File: src/rtl/tpdm_pkg.sv
// Shared constants, types and the arctangent table for the tilt PID motor mixer.
// No dependencies; every other file in rtl/ except tpdm_checker imports this package.
`timescale 1ns / 1ps
package tpdm_pkg;

  localparam int CORDIC_STEPS   = 16;
  localparam int GAIN_FRAC_BITS = 16;
  localparam int SUM_FRAC_BITS  = GAIN_FRAC_BITS + 7;
  localparam int NUM_STEPS      = (CORDIC_STEPS < 24) ? CORDIC_STEPS : 24;

  localparam int GAIN_W  = 24;
  localparam int ANG_W   = 16;
  localparam int ERR_W   = 17;
  localparam int PWM_W   = 11;
  localparam int INTEG_W = 40;
  localparam int MULA_W  = 51;
  localparam int PROD_W  = 64;
  localparam int DIVN_W  = 50;
  localparam int DIVD_W  = 16;
  localparam int CX_W    = 19;
  localparam int CACC_W  = 25;

  localparam int ANG_HALF    = 23040;
  localparam int ANG_QUARTER = 11520;
  localparam logic [23:0] DERIV_SCALE = 24'd1000;

  localparam logic [23:0] GAIN_PROP_RST = 24'd6554;
  localparam logic [10:0] THROTTLE_RST  = 11'd1100;
  localparam logic [10:0] PWM_MIN       = 11'd1000;
  localparam logic [10:0] PWM_MAX       = 11'd2000;

  typedef enum logic [2:0] {
    REG_GAIN_PROP  = 3'd0,
    REG_GAIN_INTEG = 3'd1,
    REG_GAIN_DERIV = 3'd2,
    REG_THROTTLE   = 3'd3,
    REG_TARGET     = 3'd4
  } reg_idx_t;

  // atan(2^-i) in 1/32768 degree.
  function automatic logic signed [CACC_W-1:0] atan_of(input logic [4:0] i);
    logic signed [CACC_W-1:0] v;
    case (i)
      5'd0:  v = 25'sd1474560;
      5'd1:  v = 25'sd870484;
      5'd2:  v = 25'sd459940;
      5'd3:  v = 25'sd233473;
      5'd4:  v = 25'sd117189;
      5'd5:  v = 25'sd58652;
      5'd6:  v = 25'sd29333;
      5'd7:  v = 25'sd14667;
      5'd8:  v = 25'sd7334;
      5'd9:  v = 25'sd3667;
      5'd10: v = 25'sd1833;
      5'd11: v = 25'sd917;
      5'd12: v = 25'sd458;
      5'd13: v = 25'sd229;
      5'd14: v = 25'sd115;
      5'd15: v = 25'sd57;
      5'd16: v = 25'sd29;
      5'd17: v = 25'sd14;
      5'd18: v = 25'sd7;
      5'd19: v = 25'sd4;
      5'd20: v = 25'sd2;
      5'd21: v = 25'sd1;
      default: v = 25'sd0;
    endcase
    return v;
  endfunction

endpackage

File: src/rtl/tilt_pid_differential_motor_mix_core.sv
// Top level of the tilt PID controller with differential motor mix.
// Depends on tpdm_pkg, tpdm_cordic, tpdm_mul and tpdm_div.
`timescale 1ns / 1ps
// Each accepted sample (accel_x, accel_z, elapsed_ms) yields one result: the tilt
// angle atan2(x, z) in 1/128 degree, its error against target_angle, the clamped
// PID drive and the two motor pulse widths. The steps run in order: the 16
// CORDIC steps with their start and finish, the error, four 24-bit serial
// multiplies (P, I, D and the x1000 rate scale), the 50-bit serial divide that is
// skipped when elapsed_ms is zero, and the sum and the output load. No new sample
// is taken until the result is loaded; a result that is still waiting in the output
// register delays the load for as long as it waits. Register writes go
// through the cfg channel, which is ready only while no sample is in flight;
// writing gain_integ also clears the integral.
module tilt_pid_differential_motor_mix_core (
  input  logic        clk,
  input  logic        rst_n,
  input  logic        in_tvalid,
  output logic        in_tready,
  input  logic [47:0] in_tdata,   // accel_x[15:0], accel_z[31:16], elapsed_ms[47:32]
  output logic        out_tvalid,
  input  logic        out_tready,
  // pwm_left[10:0], pwm_right[21:11], drive[32:22], tilt_angle[48:33],
  // angle_error[65:49], zero fill above
  output logic [71:0] out_tdata,
  output logic [0:0]  out_tuser,  // zero_interval[0]
  input  logic        cfg_valid,
  output logic        cfg_ready,
  input  logic [2:0]  cfg_index,
  input  logic [23:0] cfg_data
);
  import tpdm_pkg::*;

  typedef enum logic [9:0] {
    S_IDLE = 10'b0000000001,
    S_CORD = 10'b0000000010,
    S_ERR  = 10'b0000000100,
    S_MP   = 10'b0000001000,
    S_MI   = 10'b0000010000,
    S_MD   = 10'b0000100000,
    S_MK   = 10'b0001000000,
    S_DIV  = 10'b0010000000,
    S_SUM  = 10'b0100000000,
    S_FIN  = 10'b1000000000
  } state_t;

  localparam logic signed [63:0] I_LIM   = 64'sd1 <<< 35;
  localparam logic signed [63:0] SUM_LIM = 64'sd1000 <<< SUM_FRAC_BITS;
  localparam logic [63:0] ACC_MAX = (64'd1 << (INTEG_W - 1)) - 64'd1;
  localparam logic [63:0] ACC_NEG = 64'd1 << (INTEG_W - 1);

  state_t state_r;

  logic signed [GAIN_W-1:0]  gp_r, gi_r, gd_r;
  logic [PWM_W-1:0]          thr_r;
  logic signed [ANG_W-1:0]   tgt_r;

  logic signed [15:0]        ax_r, az_r;
  logic [15:0]               dt_r;
  logic signed [ANG_W-1:0]   ang_r;
  logic signed [ERR_W-1:0]   err_r, last_err_r;
  logic signed [INTEG_W-1:0] integ_r, integ_nxt;
  logic signed [63:0]        p_r, d_r, sum_r;

  logic                      cord_go_r, mul_go_r, div_go_r;
  logic [MULA_W-1:0]         op_a_r;
  logic [GAIN_W-1:0]         op_b_r;
  logic                      cord_done, mul_done, div_done;
  logic signed [ANG_W-1:0]   cord_ang;
  logic [PROD_W-1:0]         mul_prod;
  logic [DIVN_W-1:0]         div_q;

  logic                      out_valid_r;
  logic [71:0]               out_data_r;
  logic                      out_zero_r;

  logic signed [ERR_W-1:0]   err_c;
  logic signed [INTEG_W:0]   isum;
  logic signed [ERR_W:0]     diff;
  logic [PROD_W-1:0]         sh;
  logic signed [63:0]        icl, sum_c, sc, smag, dmag;
  logic signed [PWM_W-1:0]   drv;
  logic signed [12:0]        thr13, pl13, pr13;
  logic [PWM_W-1:0]          pl, pr;

  tpdm_cordic u_cordic (
    .clk(clk), .rst_n(rst_n), .start(cord_go_r),
    .accel_x(ax_r), .accel_z(az_r), .done(cord_done), .angle(cord_ang)
  );

  tpdm_mul u_mul (
    .clk(clk), .rst_n(rst_n), .start(mul_go_r),
    .op_a(op_a_r), .op_b(op_b_r), .done(mul_done), .prod(mul_prod)
  );

  tpdm_div u_div (
    .clk(clk), .rst_n(rst_n), .start(div_go_r),
    .dividend(mul_prod[DIVN_W-1:0]), .divisor(dt_r), .done(div_done), .quotient(div_q)
  );

  assign in_tready = (state_r == S_IDLE);
  assign cfg_ready = (state_r == S_IDLE);

  assign err_c = ERR_W'(ang_r) - ERR_W'(tgt_r);
  assign isum  = (INTEG_W + 1)'(integ_r) + (INTEG_W + 1)'(err_r);
  assign diff  = (ERR_W + 1)'(err_r) - (ERR_W + 1)'(last_err_r);
  assign sh    = mul_prod >> GAIN_FRAC_BITS;

  // Integral update: the product magnitude is truncated, then signed and saturated.
  always_comb begin
    if (!(gi_r[GAIN_W-1] ^ isum[INTEG_W])) begin
      integ_nxt = (sh > ACC_MAX) ? INTEG_W'(ACC_MAX) : INTEG_W'(sh);
    end else begin
      integ_nxt = (sh > ACC_NEG) ? INTEG_W'(ACC_NEG) : INTEG_W'(~sh + 64'd1);
    end
  end

  always_comb begin
    if (64'(integ_r) > I_LIM)       icl = I_LIM;
    else if (64'(integ_r) < -I_LIM) icl = -I_LIM;
    else                            icl = 64'(integ_r);
    sum_c = p_r + (icl <<< GAIN_FRAC_BITS) + d_r;

    if (sum_r > SUM_LIM)       sc = SUM_LIM;
    else if (sum_r < -SUM_LIM) sc = -SUM_LIM;
    else                       sc = sum_r;
    smag = (sc < 0) ? -sc : sc;
    dmag = smag >>> SUM_FRAC_BITS;
    drv  = (sc < 0) ? -PWM_W'(dmag) : PWM_W'(dmag);

    thr13 = signed'({2'b00, thr_r});
    pl13  = thr13 + 13'(drv);
    pr13  = thr13 - 13'(drv);
    if (pl13 < signed'({2'b00, PWM_MIN}))      pl = PWM_MIN;
    else if (pl13 > signed'({2'b00, PWM_MAX})) pl = PWM_MAX;
    else                                       pl = pl13[PWM_W-1:0];
    if (pr13 < signed'({2'b00, PWM_MIN}))      pr = PWM_MIN;
    else if (pr13 > signed'({2'b00, PWM_MAX})) pr = PWM_MAX;
    else                                       pr = pr13[PWM_W-1:0];
  end

  always_ff @(posedge clk) begin
    if (!rst_n) begin
      state_r     <= S_IDLE;
      cord_go_r   <= 1'b0;
      mul_go_r    <= 1'b0;
      div_go_r    <= 1'b0;
      out_valid_r <= 1'b0;
      gp_r        <= signed'(GAIN_PROP_RST);
      gi_r        <= '0;
      gd_r        <= '0;
      thr_r       <= THROTTLE_RST;
      tgt_r       <= '0;
      integ_r     <= '0;
      last_err_r  <= '0;
    end else begin
      cord_go_r <= 1'b0;
      mul_go_r  <= 1'b0;
      div_go_r  <= 1'b0;
      // In S_FIN the load below decides the valid flag on its own.
      if (out_valid_r && out_tready && state_r != S_FIN) out_valid_r <= 1'b0;

      if (cfg_valid && cfg_ready) begin
        case (cfg_index)
          REG_GAIN_PROP:  gp_r <= signed'(cfg_data);
          REG_GAIN_INTEG: begin
            gi_r    <= signed'(cfg_data);
            integ_r <= '0;
          end
          REG_GAIN_DERIV: gd_r <= signed'(cfg_data);
          REG_THROTTLE:   thr_r <= cfg_data[PWM_W-1:0];
          REG_TARGET:     tgt_r <= signed'(cfg_data[ANG_W-1:0]);
          default: ;
        endcase
      end

      case (state_r)
        S_IDLE: begin
          if (in_tvalid) begin
            ax_r      <= signed'(in_tdata[15:0]);
            az_r      <= signed'(in_tdata[31:16]);
            dt_r      <= in_tdata[47:32];
            cord_go_r <= 1'b1;
            state_r   <= S_CORD;
          end
        end
        S_CORD: begin
          if (cord_done) begin
            ang_r   <= cord_ang;
            state_r <= S_ERR;
          end
        end
        S_ERR: begin
          err_r    <= err_c;
          op_a_r   <= MULA_W'(err_c[ERR_W-1] ? -err_c : err_c);
          op_b_r   <= gp_r[GAIN_W-1] ? GAIN_W'(-gp_r) : GAIN_W'(gp_r);
          mul_go_r <= 1'b1;
          state_r  <= S_MP;
        end
        S_MP: begin
          if (mul_done) begin
            p_r      <= (gp_r[GAIN_W-1] ^ err_r[ERR_W-1]) ? -signed'(mul_prod)
                                                           : signed'(mul_prod);
            op_a_r   <= MULA_W'(isum[INTEG_W] ? -isum : isum);
            op_b_r   <= gi_r[GAIN_W-1] ? GAIN_W'(-gi_r) : GAIN_W'(gi_r);
            mul_go_r <= 1'b1;
            state_r  <= S_MI;
          end
        end
        S_MI: begin
          if (mul_done) begin
            integ_r  <= integ_nxt;
            op_a_r   <= MULA_W'(diff[ERR_W] ? -diff : diff);
            op_b_r   <= gd_r[GAIN_W-1] ? GAIN_W'(-gd_r) : GAIN_W'(gd_r);
            mul_go_r <= 1'b1;
            state_r  <= S_MD;
          end
        end
        S_MD: begin
          if (mul_done) begin
            op_a_r   <= mul_prod[MULA_W-1:0];
            op_b_r   <= DERIV_SCALE;
            mul_go_r <= 1'b1;
            state_r  <= S_MK;
          end
        end
        S_MK: begin
          if (mul_done) begin
            if (dt_r == 16'd0) begin
              d_r     <= '0;
              state_r <= S_SUM;
            end else begin
              div_go_r <= 1'b1;
              state_r  <= S_DIV;
            end
          end
        end
        S_DIV: begin
          if (div_done) begin
            d_r     <= (gd_r[GAIN_W-1] ^ diff[ERR_W]) ? -64'(div_q) : 64'(div_q);
            state_r <= S_SUM;
          end
        end
        S_SUM: begin
          sum_r      <= sum_c;
          last_err_r <= err_r;
          state_r    <= S_FIN;
        end
        S_FIN: begin
          // Hold the finished result until the output register is free.
          if (!out_valid_r || out_tready) begin
            out_valid_r <= 1'b1;
            out_data_r  <= {6'd0, err_r, ang_r, drv, pr, pl};
            out_zero_r  <= (dt_r == 16'd0);
            state_r     <= S_IDLE;
          end
        end
        default: state_r <= S_IDLE;
      endcase
    end
  end

  assign out_tvalid   = out_valid_r;
  assign out_tdata    = out_data_r;
  assign out_tuser[0] = out_zero_r;

endmodule

File: src/rtl/tpdm_cordic.sv
// Iterative CORDIC in vectoring mode: one micro-rotation per clock.
// Depends on tpdm_pkg for the step count and the arctangent table.
`timescale 1ns / 1ps
module tpdm_cordic (
  input  logic                               clk,
  input  logic                               rst_n,
  input  logic                               start,
  input  logic signed [15:0]                 accel_x,
  input  logic signed [15:0]                 accel_z,
  output logic                               done,
  output logic signed [tpdm_pkg::ANG_W-1:0]  angle
);
  import tpdm_pkg::*;

  logic signed [CX_W-1:0]   x_r, x_nxt, y_r, y_nxt;
  logic signed [CACC_W-1:0] acc_r, acc_nxt, rnd;
  logic [4:0]               i_r;
  logic                     busy_r, done_r, zero_r;

  always_comb begin
    if (y_r >= 0) begin
      x_nxt   = x_r + (y_r >>> i_r);
      y_nxt   = y_r - (x_r >>> i_r);
      acc_nxt = acc_r + atan_of(i_r);
    end else begin
      x_nxt   = x_r - (y_r >>> i_r);
      y_nxt   = y_r + (x_r >>> i_r);
      acc_nxt = acc_r - atan_of(i_r);
    end
  end

  always_ff @(posedge clk) begin
    if (!rst_n) begin
      busy_r <= 1'b0;
      done_r <= 1'b0;
      i_r    <= '0;
      zero_r <= 1'b0;
    end else begin
      done_r <= 1'b0;
      if (start) begin
        i_r    <= '0;
        zero_r <= (accel_x == 16'sd0) && (accel_z == 16'sd0);
        busy_r <= 1'b1;
        // Fold the left half plane onto the right one with a quarter turn.
        if (accel_z < 0) begin
          if (accel_x >= 0) begin
            x_r   <= CX_W'(accel_x);
            y_r   <= -CX_W'(accel_z);
            acc_r <= CACC_W'(ANG_QUARTER * 256);
          end else begin
            x_r   <= -CX_W'(accel_x);
            y_r   <= CX_W'(accel_z);
            acc_r <= -CACC_W'(ANG_QUARTER * 256);
          end
        end else begin
          x_r   <= CX_W'(accel_z);
          y_r   <= CX_W'(accel_x);
          acc_r <= '0;
        end
      end else if (busy_r) begin
        x_r   <= x_nxt;
        y_r   <= y_nxt;
        acc_r <= acc_nxt;
        i_r   <= i_r + 5'd1;
        if (i_r == 5'(NUM_STEPS - 1)) begin
          busy_r <= 1'b0;
          done_r <= 1'b1;
        end
      end
    end
  end

  assign rnd  = (acc_r + 25'sd128) >>> 8;
  assign done = done_r;

  always_comb begin
    if (zero_r)                    angle = '0;
    else if (rnd > ANG_HALF)       angle = 16'(ANG_HALF);
    else if (rnd < -ANG_HALF)      angle = -16'(ANG_HALF);
    else                           angle = rnd[15:0];
  end

endmodule

File: src/rtl/tpdm_mul.sv
// Bit-serial shift-add multiplier on magnitudes: one multiplier bit per clock.
// Depends on tpdm_pkg for operand and product widths.
`timescale 1ns / 1ps
module tpdm_mul (
  input  logic                               clk,
  input  logic                               rst_n,
  input  logic                               start,
  input  logic [tpdm_pkg::MULA_W-1:0]        op_a,
  input  logic [tpdm_pkg::GAIN_W-1:0]        op_b,
  output logic                               done,
  output logic [tpdm_pkg::PROD_W-1:0]        prod
);
  import tpdm_pkg::*;

  logic [PROD_W-1:0] a_r, acc_r;
  logic [GAIN_W-1:0] b_r;
  logic [4:0]        cnt_r;
  logic              busy_r, done_r;

  always_ff @(posedge clk) begin
    if (!rst_n) begin
      busy_r <= 1'b0;
      done_r <= 1'b0;
      cnt_r  <= '0;
    end else begin
      done_r <= 1'b0;
      if (start) begin
        a_r    <= PROD_W'(op_a);
        b_r    <= op_b;
        acc_r  <= '0;
        cnt_r  <= '0;
        busy_r <= 1'b1;
      end else if (busy_r) begin
        if (b_r[0]) acc_r <= acc_r + a_r;
        a_r   <= a_r << 1;
        b_r   <= b_r >> 1;
        cnt_r <= cnt_r + 5'd1;
        if (cnt_r == 5'(GAIN_W - 1)) begin
          busy_r <= 1'b0;
          done_r <= 1'b1;
        end
      end
    end
  end

  assign done = done_r;
  assign prod = acc_r;

endmodule

File: src/rtl/tpdm_div.sv
// Restoring divider, one quotient bit per clock, for the derivative rate term.
// Depends on tpdm_pkg for dividend and divisor widths.
`timescale 1ns / 1ps
module tpdm_div (
  input  logic                               clk,
  input  logic                               rst_n,
  input  logic                               start,
  input  logic [tpdm_pkg::DIVN_W-1:0]        dividend,
  input  logic [tpdm_pkg::DIVD_W-1:0]        divisor,
  output logic                               done,
  output logic [tpdm_pkg::DIVN_W-1:0]        quotient
);
  import tpdm_pkg::*;

  logic [DIVN_W-1:0] q_r;
  logic [DIVD_W-1:0] d_r;
  logic [DIVD_W:0]   rem_r, trial;
  logic [5:0]        cnt_r;
  logic              busy_r, done_r, fits;

  assign trial = {rem_r[DIVD_W-1:0], q_r[DIVN_W-1]};
  assign fits  = trial >= {1'b0, d_r};

  always_ff @(posedge clk) begin
    if (!rst_n) begin
      busy_r <= 1'b0;
      done_r <= 1'b0;
      cnt_r  <= '0;
    end else begin
      done_r <= 1'b0;
      if (start) begin
        q_r    <= dividend;
        d_r    <= divisor;
        rem_r  <= '0;
        cnt_r  <= '0;
        busy_r <= 1'b1;
      end else if (busy_r) begin
        rem_r <= fits ? (trial - {1'b0, d_r}) : trial;
        q_r   <= {q_r[DIVN_W-2:0], fits};
        cnt_r <= cnt_r + 6'd1;
        if (cnt_r == 6'(DIVN_W - 1)) begin
          busy_r <= 1'b0;
          done_r <= 1'b1;
        end
      end
    end
  end

  assign done     = done_r;
  assign quotient = q_r;

endmodule

File: config.mk
export PLATFORM = sky130hd
export DESIGN_NAME = tilt_pid_differential_motor_mix_core
export DESIGN_NICKNAME = d
export VERILOG_FILES = /design/src/rtl/tpdm_pkg.sv /design/src/rtl/tilt_pid_differential_motor_mix_core.sv /design/src/rtl/tpdm_cordic.sv /design/src/rtl/tpdm_mul.sv /design/src/rtl/tpdm_div.sv
export SDC_FILE = /design/constraint.sdc
export NUM_CORES = 2
export LEC_CHECK = 0
export BUFFER_PORTS_ARGS = -buffer_cell sky130_fd_sc_hd__buf_2
export CAP_MARGIN = 40
export CORE_MARGIN = 3
export CORE_UTILIZATION = 50
export CTS_CLUSTER_SIZE = 40
export DETAILED_ROUTE_END_ITERATION = 10
export PLACE_DENSITY = 0.66
export SYNTH_ARGS = -nofsm -noshare
export SYNTH_HDL_FRONTEND = slang
export SYNTH_SLANG_ARGS = --single-unit
File: constraint.sdc
create_clock -name clk -period 22.6 [get_ports clk]
set_clock_uncertainty 0.2 [all_clocks]
set_input_delay 1.13 -clock clk [delete_from_list [all_inputs] [get_ports clk]]
set_output_delay 1.13 -clock clk [all_outputs]
set_load 0.01 [all_outputs]
======== Word-level counts from Yosys, hierarchy flattened ========
Memories as Yosys holds them, arrays and structs flattened. A register that Yosys moved wholly into a read port is not among the register bits.
Index checks and enable logic that the tools add are counted.
storage, ports and cells
  memory bits (read-only) ................. 1344
  memories ................................ 2
  output and inout port bits .............. 76
  bits in registers ....................... 905
  word-level logic and storage cells ...... 283
  bits of input ports ..................... 80
memory list
  memory           words  width  rd ports  clocked after memory_dff  wr ports  RTL line        RTL
  (no name shown)  32     21     1         1                         0         tpdm_pkg.sv:43  case (i)
  (no name shown)  32     21     1         1                         0         tpdm_pkg.sv:43
operators by class
  $lt $le $gt $ge ......................... 17
  bitwise logic cells ..................... 8
  muxes and demuxes ....................... 97
  add/sub/neg operators ................... 32
  equality and inequality tests ........... 27
  reduce and logical (&&, ||, !) cells .... 48
  shift operators ......................... 2
operators by type and width
  kind                    number
  $mux W64                10
  $mux W51                7
  $mux W40                7
  $pmux W51 S4            1
  $add A64 B64 Y64        3
  $mux W24                8
  $mux W19                10
  $mux W25                7
  $pmux W64 S2            1
  $mux W50                2
  $pmux W10 S10           1
  $mux W48                2
  $pmux W24 S4            1
  $mux W10                8
  $neg A24 Y24            3
  $gt A64 B34 Y1 const B  1
  $lt A64 B1 Y1 const B   1
  $lt A64 B34 Y1 const B  1
  $neg A50 Y64            1
  $neg A64 Y64            1
  $neg A17 Y51            1
  $neg A18 Y51            1
  $neg A41 Y51            1
  $gt A48 B39 Y1 const B  1
  other kinds (72)        151

======== Longest topological paths before layout ========
  depth in word-level cells ............... 10
  gate-level depth with buffers ........... 28
  mapped depth without buffers ............ 28

======== Cells and area by module ========
A second synthesis with hierarchy kept.
second synthesis, totals
  cells, all modules ...................... 6698
  area, all modules ....................... 64127.8 um^2
modules (own cells, without submodules)
  module                                cells each  times used  area an instance (um^2)  seq. area each (um^2)
  tilt_pid_differential_motor_mix_core  4003        1           37658.6                  15865.2
  tpdm_cordic                           1423        1           11878.9                  2472.4
  tpdm_mul                              935         1           10053.4                  4704.5
  tpdm_div                              337         1           4536.9                   2622.5

======== Least setup slack after synthesis ========
Ideal clock, no wire load.
  path type ............................... register to register
  from .................................... register state_r[3]
  to ...................................... register d_r[0], enable pin
  period minus slack after synthesis ...... 12762 ps
  path slack .............................. 9838 ps
  library setup time ...................... 829 ps
  data arrival time ....................... 11733 ps
  stages on the path, launching flop included .. 7
  buffers on the path ..................... 1
  required time ........................... 21571 ps
  cell sequence ........................... dfxtp_1 > clkbuf_1 > nor4_1 > nand3_1 > or3b_2 > nor2b_1 > a2111oi_0
between the ends
  longest elaborated chain between the ends .. 3
  elaborated cells between the ends (all ways) .. 7
  classes of those cells .................. eq/ne (5); reduce/logical (2)
RTL lines
  element                                                      RTL line                                     RTL
  from (decl)                                                  tilt_pid_differential_motor_mix_core.sv:51   state_t state_r;
  from (signal assigned)                                       tilt_pid_differential_motor_mix_core.sv:143  state_r <= S_IDLE;
  from (signal assigned)                                       tilt_pid_differential_motor_mix_core.sv:183  state_r <= S_CORD;
  from (signal assigned)                                       tilt_pid_differential_motor_mix_core.sv:189  state_r <= S_ERR;
  $eq A10 B7 Y1 or $eq A10 B8 Y1 (tied branches)               tilt_pid_differential_motor_mix_core.sv:176  case (state_r)
  $ne A2 B2 Y1 (no source line), or another cell as far along  n/a
  $reduce_and A5 Y1 (no source line) (*)                       n/a
  to (signal assigned)                                         tilt_pid_differential_motor_mix_core.sv:239  d_r <= (gd_r[GAIN_W-1] ^ diff[ERR_W]) ? -64'(div_q) : 64'(div_q);
  to (decl)                                                    tilt_pid_differential_motor_mix_core.sv:62   logic signed [63:0] p_r, d_r, sum_r;
Mark *: on every way between the ends. The rest lies on a longest branch, timed or not.
A chain may end at the register's enable or synchronous reset.

======== Worst setup path in the final report ========
  from .................................... register sum_r[32]
  to ...................................... register out_data_r[15] (netlist: out_tdata[15]), data pin
between the ends
  longest elaborated chain between the ends .. 10
  elaborated cells between the ends (all ways) .. 13
  classes of those cells .................. add/sub (3); order compare (5); mux (5)
RTL lines
  element                                        RTL line                                                                                  RTL
  from (decl)                                    tilt_pid_differential_motor_mix_core.sv:62
  from (signal assigned)                         tilt_pid_differential_motor_mix_core.sv:244                                               sum_r <= sum_c;
  $lt A64 B34 Y1                                 tilt_pid_differential_motor_mix_core.sv:124                                               else if (sum_r < -SUM_LIM) sc = -SUM_LIM;
  $mux W64                                       tilt_pid_differential_motor_mix_core.sv:124
  $mux W64 (*)                                   tilt_pid_differential_motor_mix_core.sv:123                                               if (sum_r > SUM_LIM) sc = SUM_LIM;
  $lt A64 B1 Y1 or $neg A34 Y34 (tied branches)  tilt_pid_differential_motor_mix_core.sv:126, tilt_pid_differential_motor_mix_core.sv:128
  $mux W34                                       tilt_pid_differential_motor_mix_core.sv:126                                               smag = (sc < 0) ? -sc : sc;
  $neg A11 Y11                                   tilt_pid_differential_motor_mix_core.sv:128                                               drv = (sc < 0) ? -PWM_W'(dmag) : PWM_W'(dmag);
  $mux W11 (*)                                   tilt_pid_differential_motor_mix_core.sv:128
  via drv[0]                                     tilt_pid_differential_motor_mix_core.sv:81                                                logic signed [PWM_W-1:0] drv;
  $sub A12 B11 Y13 (*)                           tilt_pid_differential_motor_mix_core.sv:132                                               pr13 = thr13 - 13'(drv);
  $gt A13 B12 Y1                                 tilt_pid_differential_motor_mix_core.sv:137                                               else if (pr13 > signed'({2'b00, PWM_MAX})) pr = PWM_MAX;
  $mux W11                                       tilt_pid_differential_motor_mix_core.sv:137
  to (signal assigned)                           tilt_pid_differential_motor_mix_core.sv:252                                               out_data_r <= {6'd0, err_r, ang_r, drv, pr, pl};
  to (decl)                                      tilt_pid_differential_motor_mix_core.sv:73                                                logic [71:0] out_data_r;
The timed path passes the listed nets; every way through them passes the cells marked *.

==> summary.md <==
| Metric | Value |
|---|---|
| Most used cells in the layout excluding fill and tap cells | edfxtp_1 (712), nand2_1 (661), nor2_1 (540) |
| Number of detailed-route iterations in the first pass | 8 |
| Critical path's slowest cell | ha_1 |
| Worst slew margin relative to its limit | 35.4% |
| Initial core utilization | 50.7% |
| Mean Syn Cell Area | 9.59 sq um |
| Path class of the lowest-slack min-delay path | reg -> reg |
| DIE AREA | 0.129 sq mm |
| Number of cells on the worst hold path | 0 |
| Fin crit period | 7380 ps |
| Finish-stage setup viols | 0 |
| Wire length per cell | 20.5 microns |
| Number of buffers added on ports | 149 |
| Overall die height | 359 microns |
| Layout Utilization | 55.7% |
| Maximum level of the CTS H-tree | 3 |
| Peak VDD IR | 0.0745 mV |
| NumNets Final | 7,010 |
| Clock-pin slew on the worst setup and hold paths | 60 ps |
| Total number of placement rows | 128 |
| Hold-fix buffers at CTS | 0 |
| CTS tree | built |
| Total clock buffers created by CTS | 105 |
| Setup repair after global routing missed its margin | no |
| Share of synthesized registers carrying an async set or reset | 0% |
| Buffers inserted during post-CTS setup optimization | 0 |
| Worst-case setup slack after placement | 15,180 ps |
| Global Route Usage Sum | 25.9% |
| Largest family of logic cells by synthesized area | compound AO/OA/AOI/OAI gates |
| Post-synthesis cell area | 0.0622 sq mm |
| Cell family with the largest share of critical-path delay | compound AO/OA/AOI/OAI gates |
| Multiplexer share of the synthesized area | 4.43% |
| Routed Antenna Nets | 0 |
| Bufs on Longest Clock Path | 3 |
| Number of vias after detailed routing | 49,900 |
| Vias/cell | 6.05 |
| Drc violations | 0 |
| Wire length after detailed routing | 169,000 microns |
| Critical path depth | 27 |
| Final hold violations | 0 |
| Leading cell type in the layout, fill and taps excluded | edfxtp_1 |
| Pwr/cell area | 67.2 mW/mm^2 |
| Count of flip-flops with a built-in enable after synthesis | 712 |
| I/O pin cnt | 156 |
| Data arrival time at the worst-slack endpoint | 7660 ps |
| Detailed placer's ending HPWL | 126,000 microns |
| Setup slack of the critical path after layout | 15,220 ps |
| Antenna violations before repair | 4 |
| Synth-to-Final Area Change | 9.99% |
| Placeable Area | 0.123 sq mm |
| Data required time of the worst path | 22,880 ps |
| Sequential element share of the synthesized area | 41.3% |
| Synth cell types | 111 |
| CTS sink count | 926 |
| Leak pwr | 25.6 nW |
| RePlAce Congestion | 0.916 |
| Max FO, Critical Path | 21 |
| Drt initial violations | 4,872 |
| Maximum number of pins on one net before global-route repair | 79 |
| Critical Setup Path Class | reg -> reg |
| Via count of the first global-routing pass | 47,600 |
| Share of the clock period used by the worst path after layout | 32.6% |
| Worst path bufs/invs | 2 |
| Adder-cell share of the synthesized area | 8.79% |
| Fillers | 10,800 |
| Final sum of negative setup slack | 0 ps |
| Flip-flop and latch count after synthesis | 926 |
| Startpoint class of the critical path | flop |
| Global-route wire length before repair | 267,000 microns |
| Most instantiated flip-flop cell in the synthesis netlist | edfxtp_1 |
| Residual overflow from global routing | 0 |
| Highest clock frequency the design can meet | 0.136 GHz |
| Worst Max-Slew Pin Slew | 957 ps |
| Number of cells upsized or downsized after cts | 0 |
| Worst Reg-to-Reg Cells | 27 |
| Maximum single-stage delay on the critical path | 640 ps |
| Cell chosen for the clock root | clkbuf_16 |
| Layout cell share with drive strength beyond 1 | 10.3% |
| Count of mapped cells out of synthesis | 6,482 |
| Clock latency reported for the late side of the worst-skew pair | 730 ps |
| Critical Path Sink Type | flop |
| Count of yosys warnings during synthesis | 0 |
| Area share of and/or/nand/nor cells after synthesis | 16.4% |
| Synthesized-area fraction occupied by xor and xnor cells | 7.99% |
| Die W | 359 microns |
| Total of max-cap violations | 0 |
| Outcome | finished clean |
| Number of slew-limit violations in the final report | 0 |
| Share of the synthesized area in compound gates (AO/OA/AOI/OAI) | 17.6% |
-- report_power, final --
group          internal, mW  switching, mW
clock                  1.07          0.732
combinational         0.357          0.477
sequential             1.90         0.0574
total                  3.33           1.27
-- sequential cells by signal, summed over array words and instances, names as in the netlist, 24 cells and up, named ones only --
signal and flops:
d_r 64, gd_r 24, gi_r 24, gp_r 24
integ_r 40, op_a_r 51, op_b_r 24, out_tdata 66
p_r 64, sum_r 64, u_cordic.acc_r 25, u_div.quotient 50
u_mul.a_r 64, u_mul.b_r 24, u_mul.prod 64
-- worst paths after layout --
| check | slack, ps | start | to |
|---|---|---|---|
| setup / recovery | 15220 | sum_r[32] | out_tdata[15] |
| hold / removal | 250 | dt_r[15] | u_div.d_r[15] |
| setup reg to reg | 15220 | sum_r[32] | out_tdata[15] |
| hold reg to reg | 250 | dt_r[15] | u_div.d_r[15] |
-- logic make-up after synthesis --
kind of cell / after synthesis
AO/OA/AOI/OAI: 1711
XOR/XNOR: 567
adder cells (fa/ha/maj): 402
buffers and inverters: 540
flip-flops: 926
multiplexers: 221
other: 1
AND/OR/NAND/NOR: 2114
-- routing by layer --
layer / vias to the layer above / routed length [microns] / share of wire, % / global-route usage [%]
li1: 23900 / - / - / -
met3: 340 / 11100 / 6.6 / 3.77
met5: - / 0 / 0 / 0
met1: 23900 / 75600 / 45 / 36.1
met2: 1708 / 76500 / 45 / 41.5
met4: 0 / 5840 / 3.5 / 8.80
-- cells in the mapped netlist (all sizes together), types with 18 or more instances --
master / instances / area [sq um]
a2111oi: 18 / 166
or4: 33 / 263
fa: 58 / 1160
o21ai: 399 / 2000
o21bai: 36 / 270
edfxtp: 712 / 21400
xnor2: 314 / 2750
dfxtp: 214 / 4280
or3: 70 / 458
o31ai: 73 / 572
o22ai: 23 / 144
buf: 64 / 379
a21o: 154 / 1160
o21a: 65 / 489
nor2: 552 / 2100
o211ai: 72 / 541
a31oi: 62 / 388
ha: 344 / 4300
and3: 52 / 325
a21oi: 501 / 2510
a32oi: 18 / 158
mux2: 133 / 1500
a22oi: 26 / 195
nor4: 90 / 603
a211oi: 42 / 333
a221oi: 18 / 158
nand2: 665 / 2510
xor2: 253 / 2220
nand4: 61 / 382
mux4: 30 / 676
mux2i: 58 / 581
clkbuf: 237 / 890
a21boi: 20 / 150
a211o: 19 / 175
and2: 86 / 538
a311oi: 20 / 175
inv: 235 / 882
nor2b: 71 / 444
nor3: 143 / 753
nand3: 126 / 631
o41ai: 31 / 279
or2: 24 / 150
nand2b: 74 / 463
-- metrics by stage --
step,power (mW),cells,hold slack (ps),cell area (sq um)
after global routing,4.81,8244,268,68400
after detailed placement,2.81,8046,238,64700
after floorplan,2.62,6487,226,62200
after global placement,2.79,8026,234,64400
final,4.60,8246,249,68400
after CTS,4.63,8244,252,68400
-- cell type report --
cell class	instances	area, sq um	area share (%)
Antenna cell	2	5.00	0.00732
Clock buffer	138	2920	4.26
Clock inverter	60	748	1.09
Inverter	239	906	1.32
Multi-Input combinational cell	5021	34500	50.5
Sequential cell	926	25700	37.5
Tap cell	1625	2030	2.97
Timing Repair Buffer	235	1580	2.32
-- worst register-to-register path, stage by stage, from the launching register on --
cell and delay [ps]:
edfxtp_1 440, nor4_1 500, nand2_1 110, nand3_1 110, ha_1 640, clkinv_1 480, o21ai_0 270, xor2_1 110
nor3_1 370, inv_1 80, ha_1 240, mux2_2 270, o22ai_1 150, nand2_1 70, a21oi_1 300, ha_1 380
nor2b_1 140, o21a_1 130, o21ai_0 70, a21oi_1 350, o221a_2 290, a21oi_1 80, o21bai_1 290, xnor2_1 210
a21o_1 220, o21a_1 170, a221o_1 370, o21a_1 110
Power figures use the tool's default switching activity.
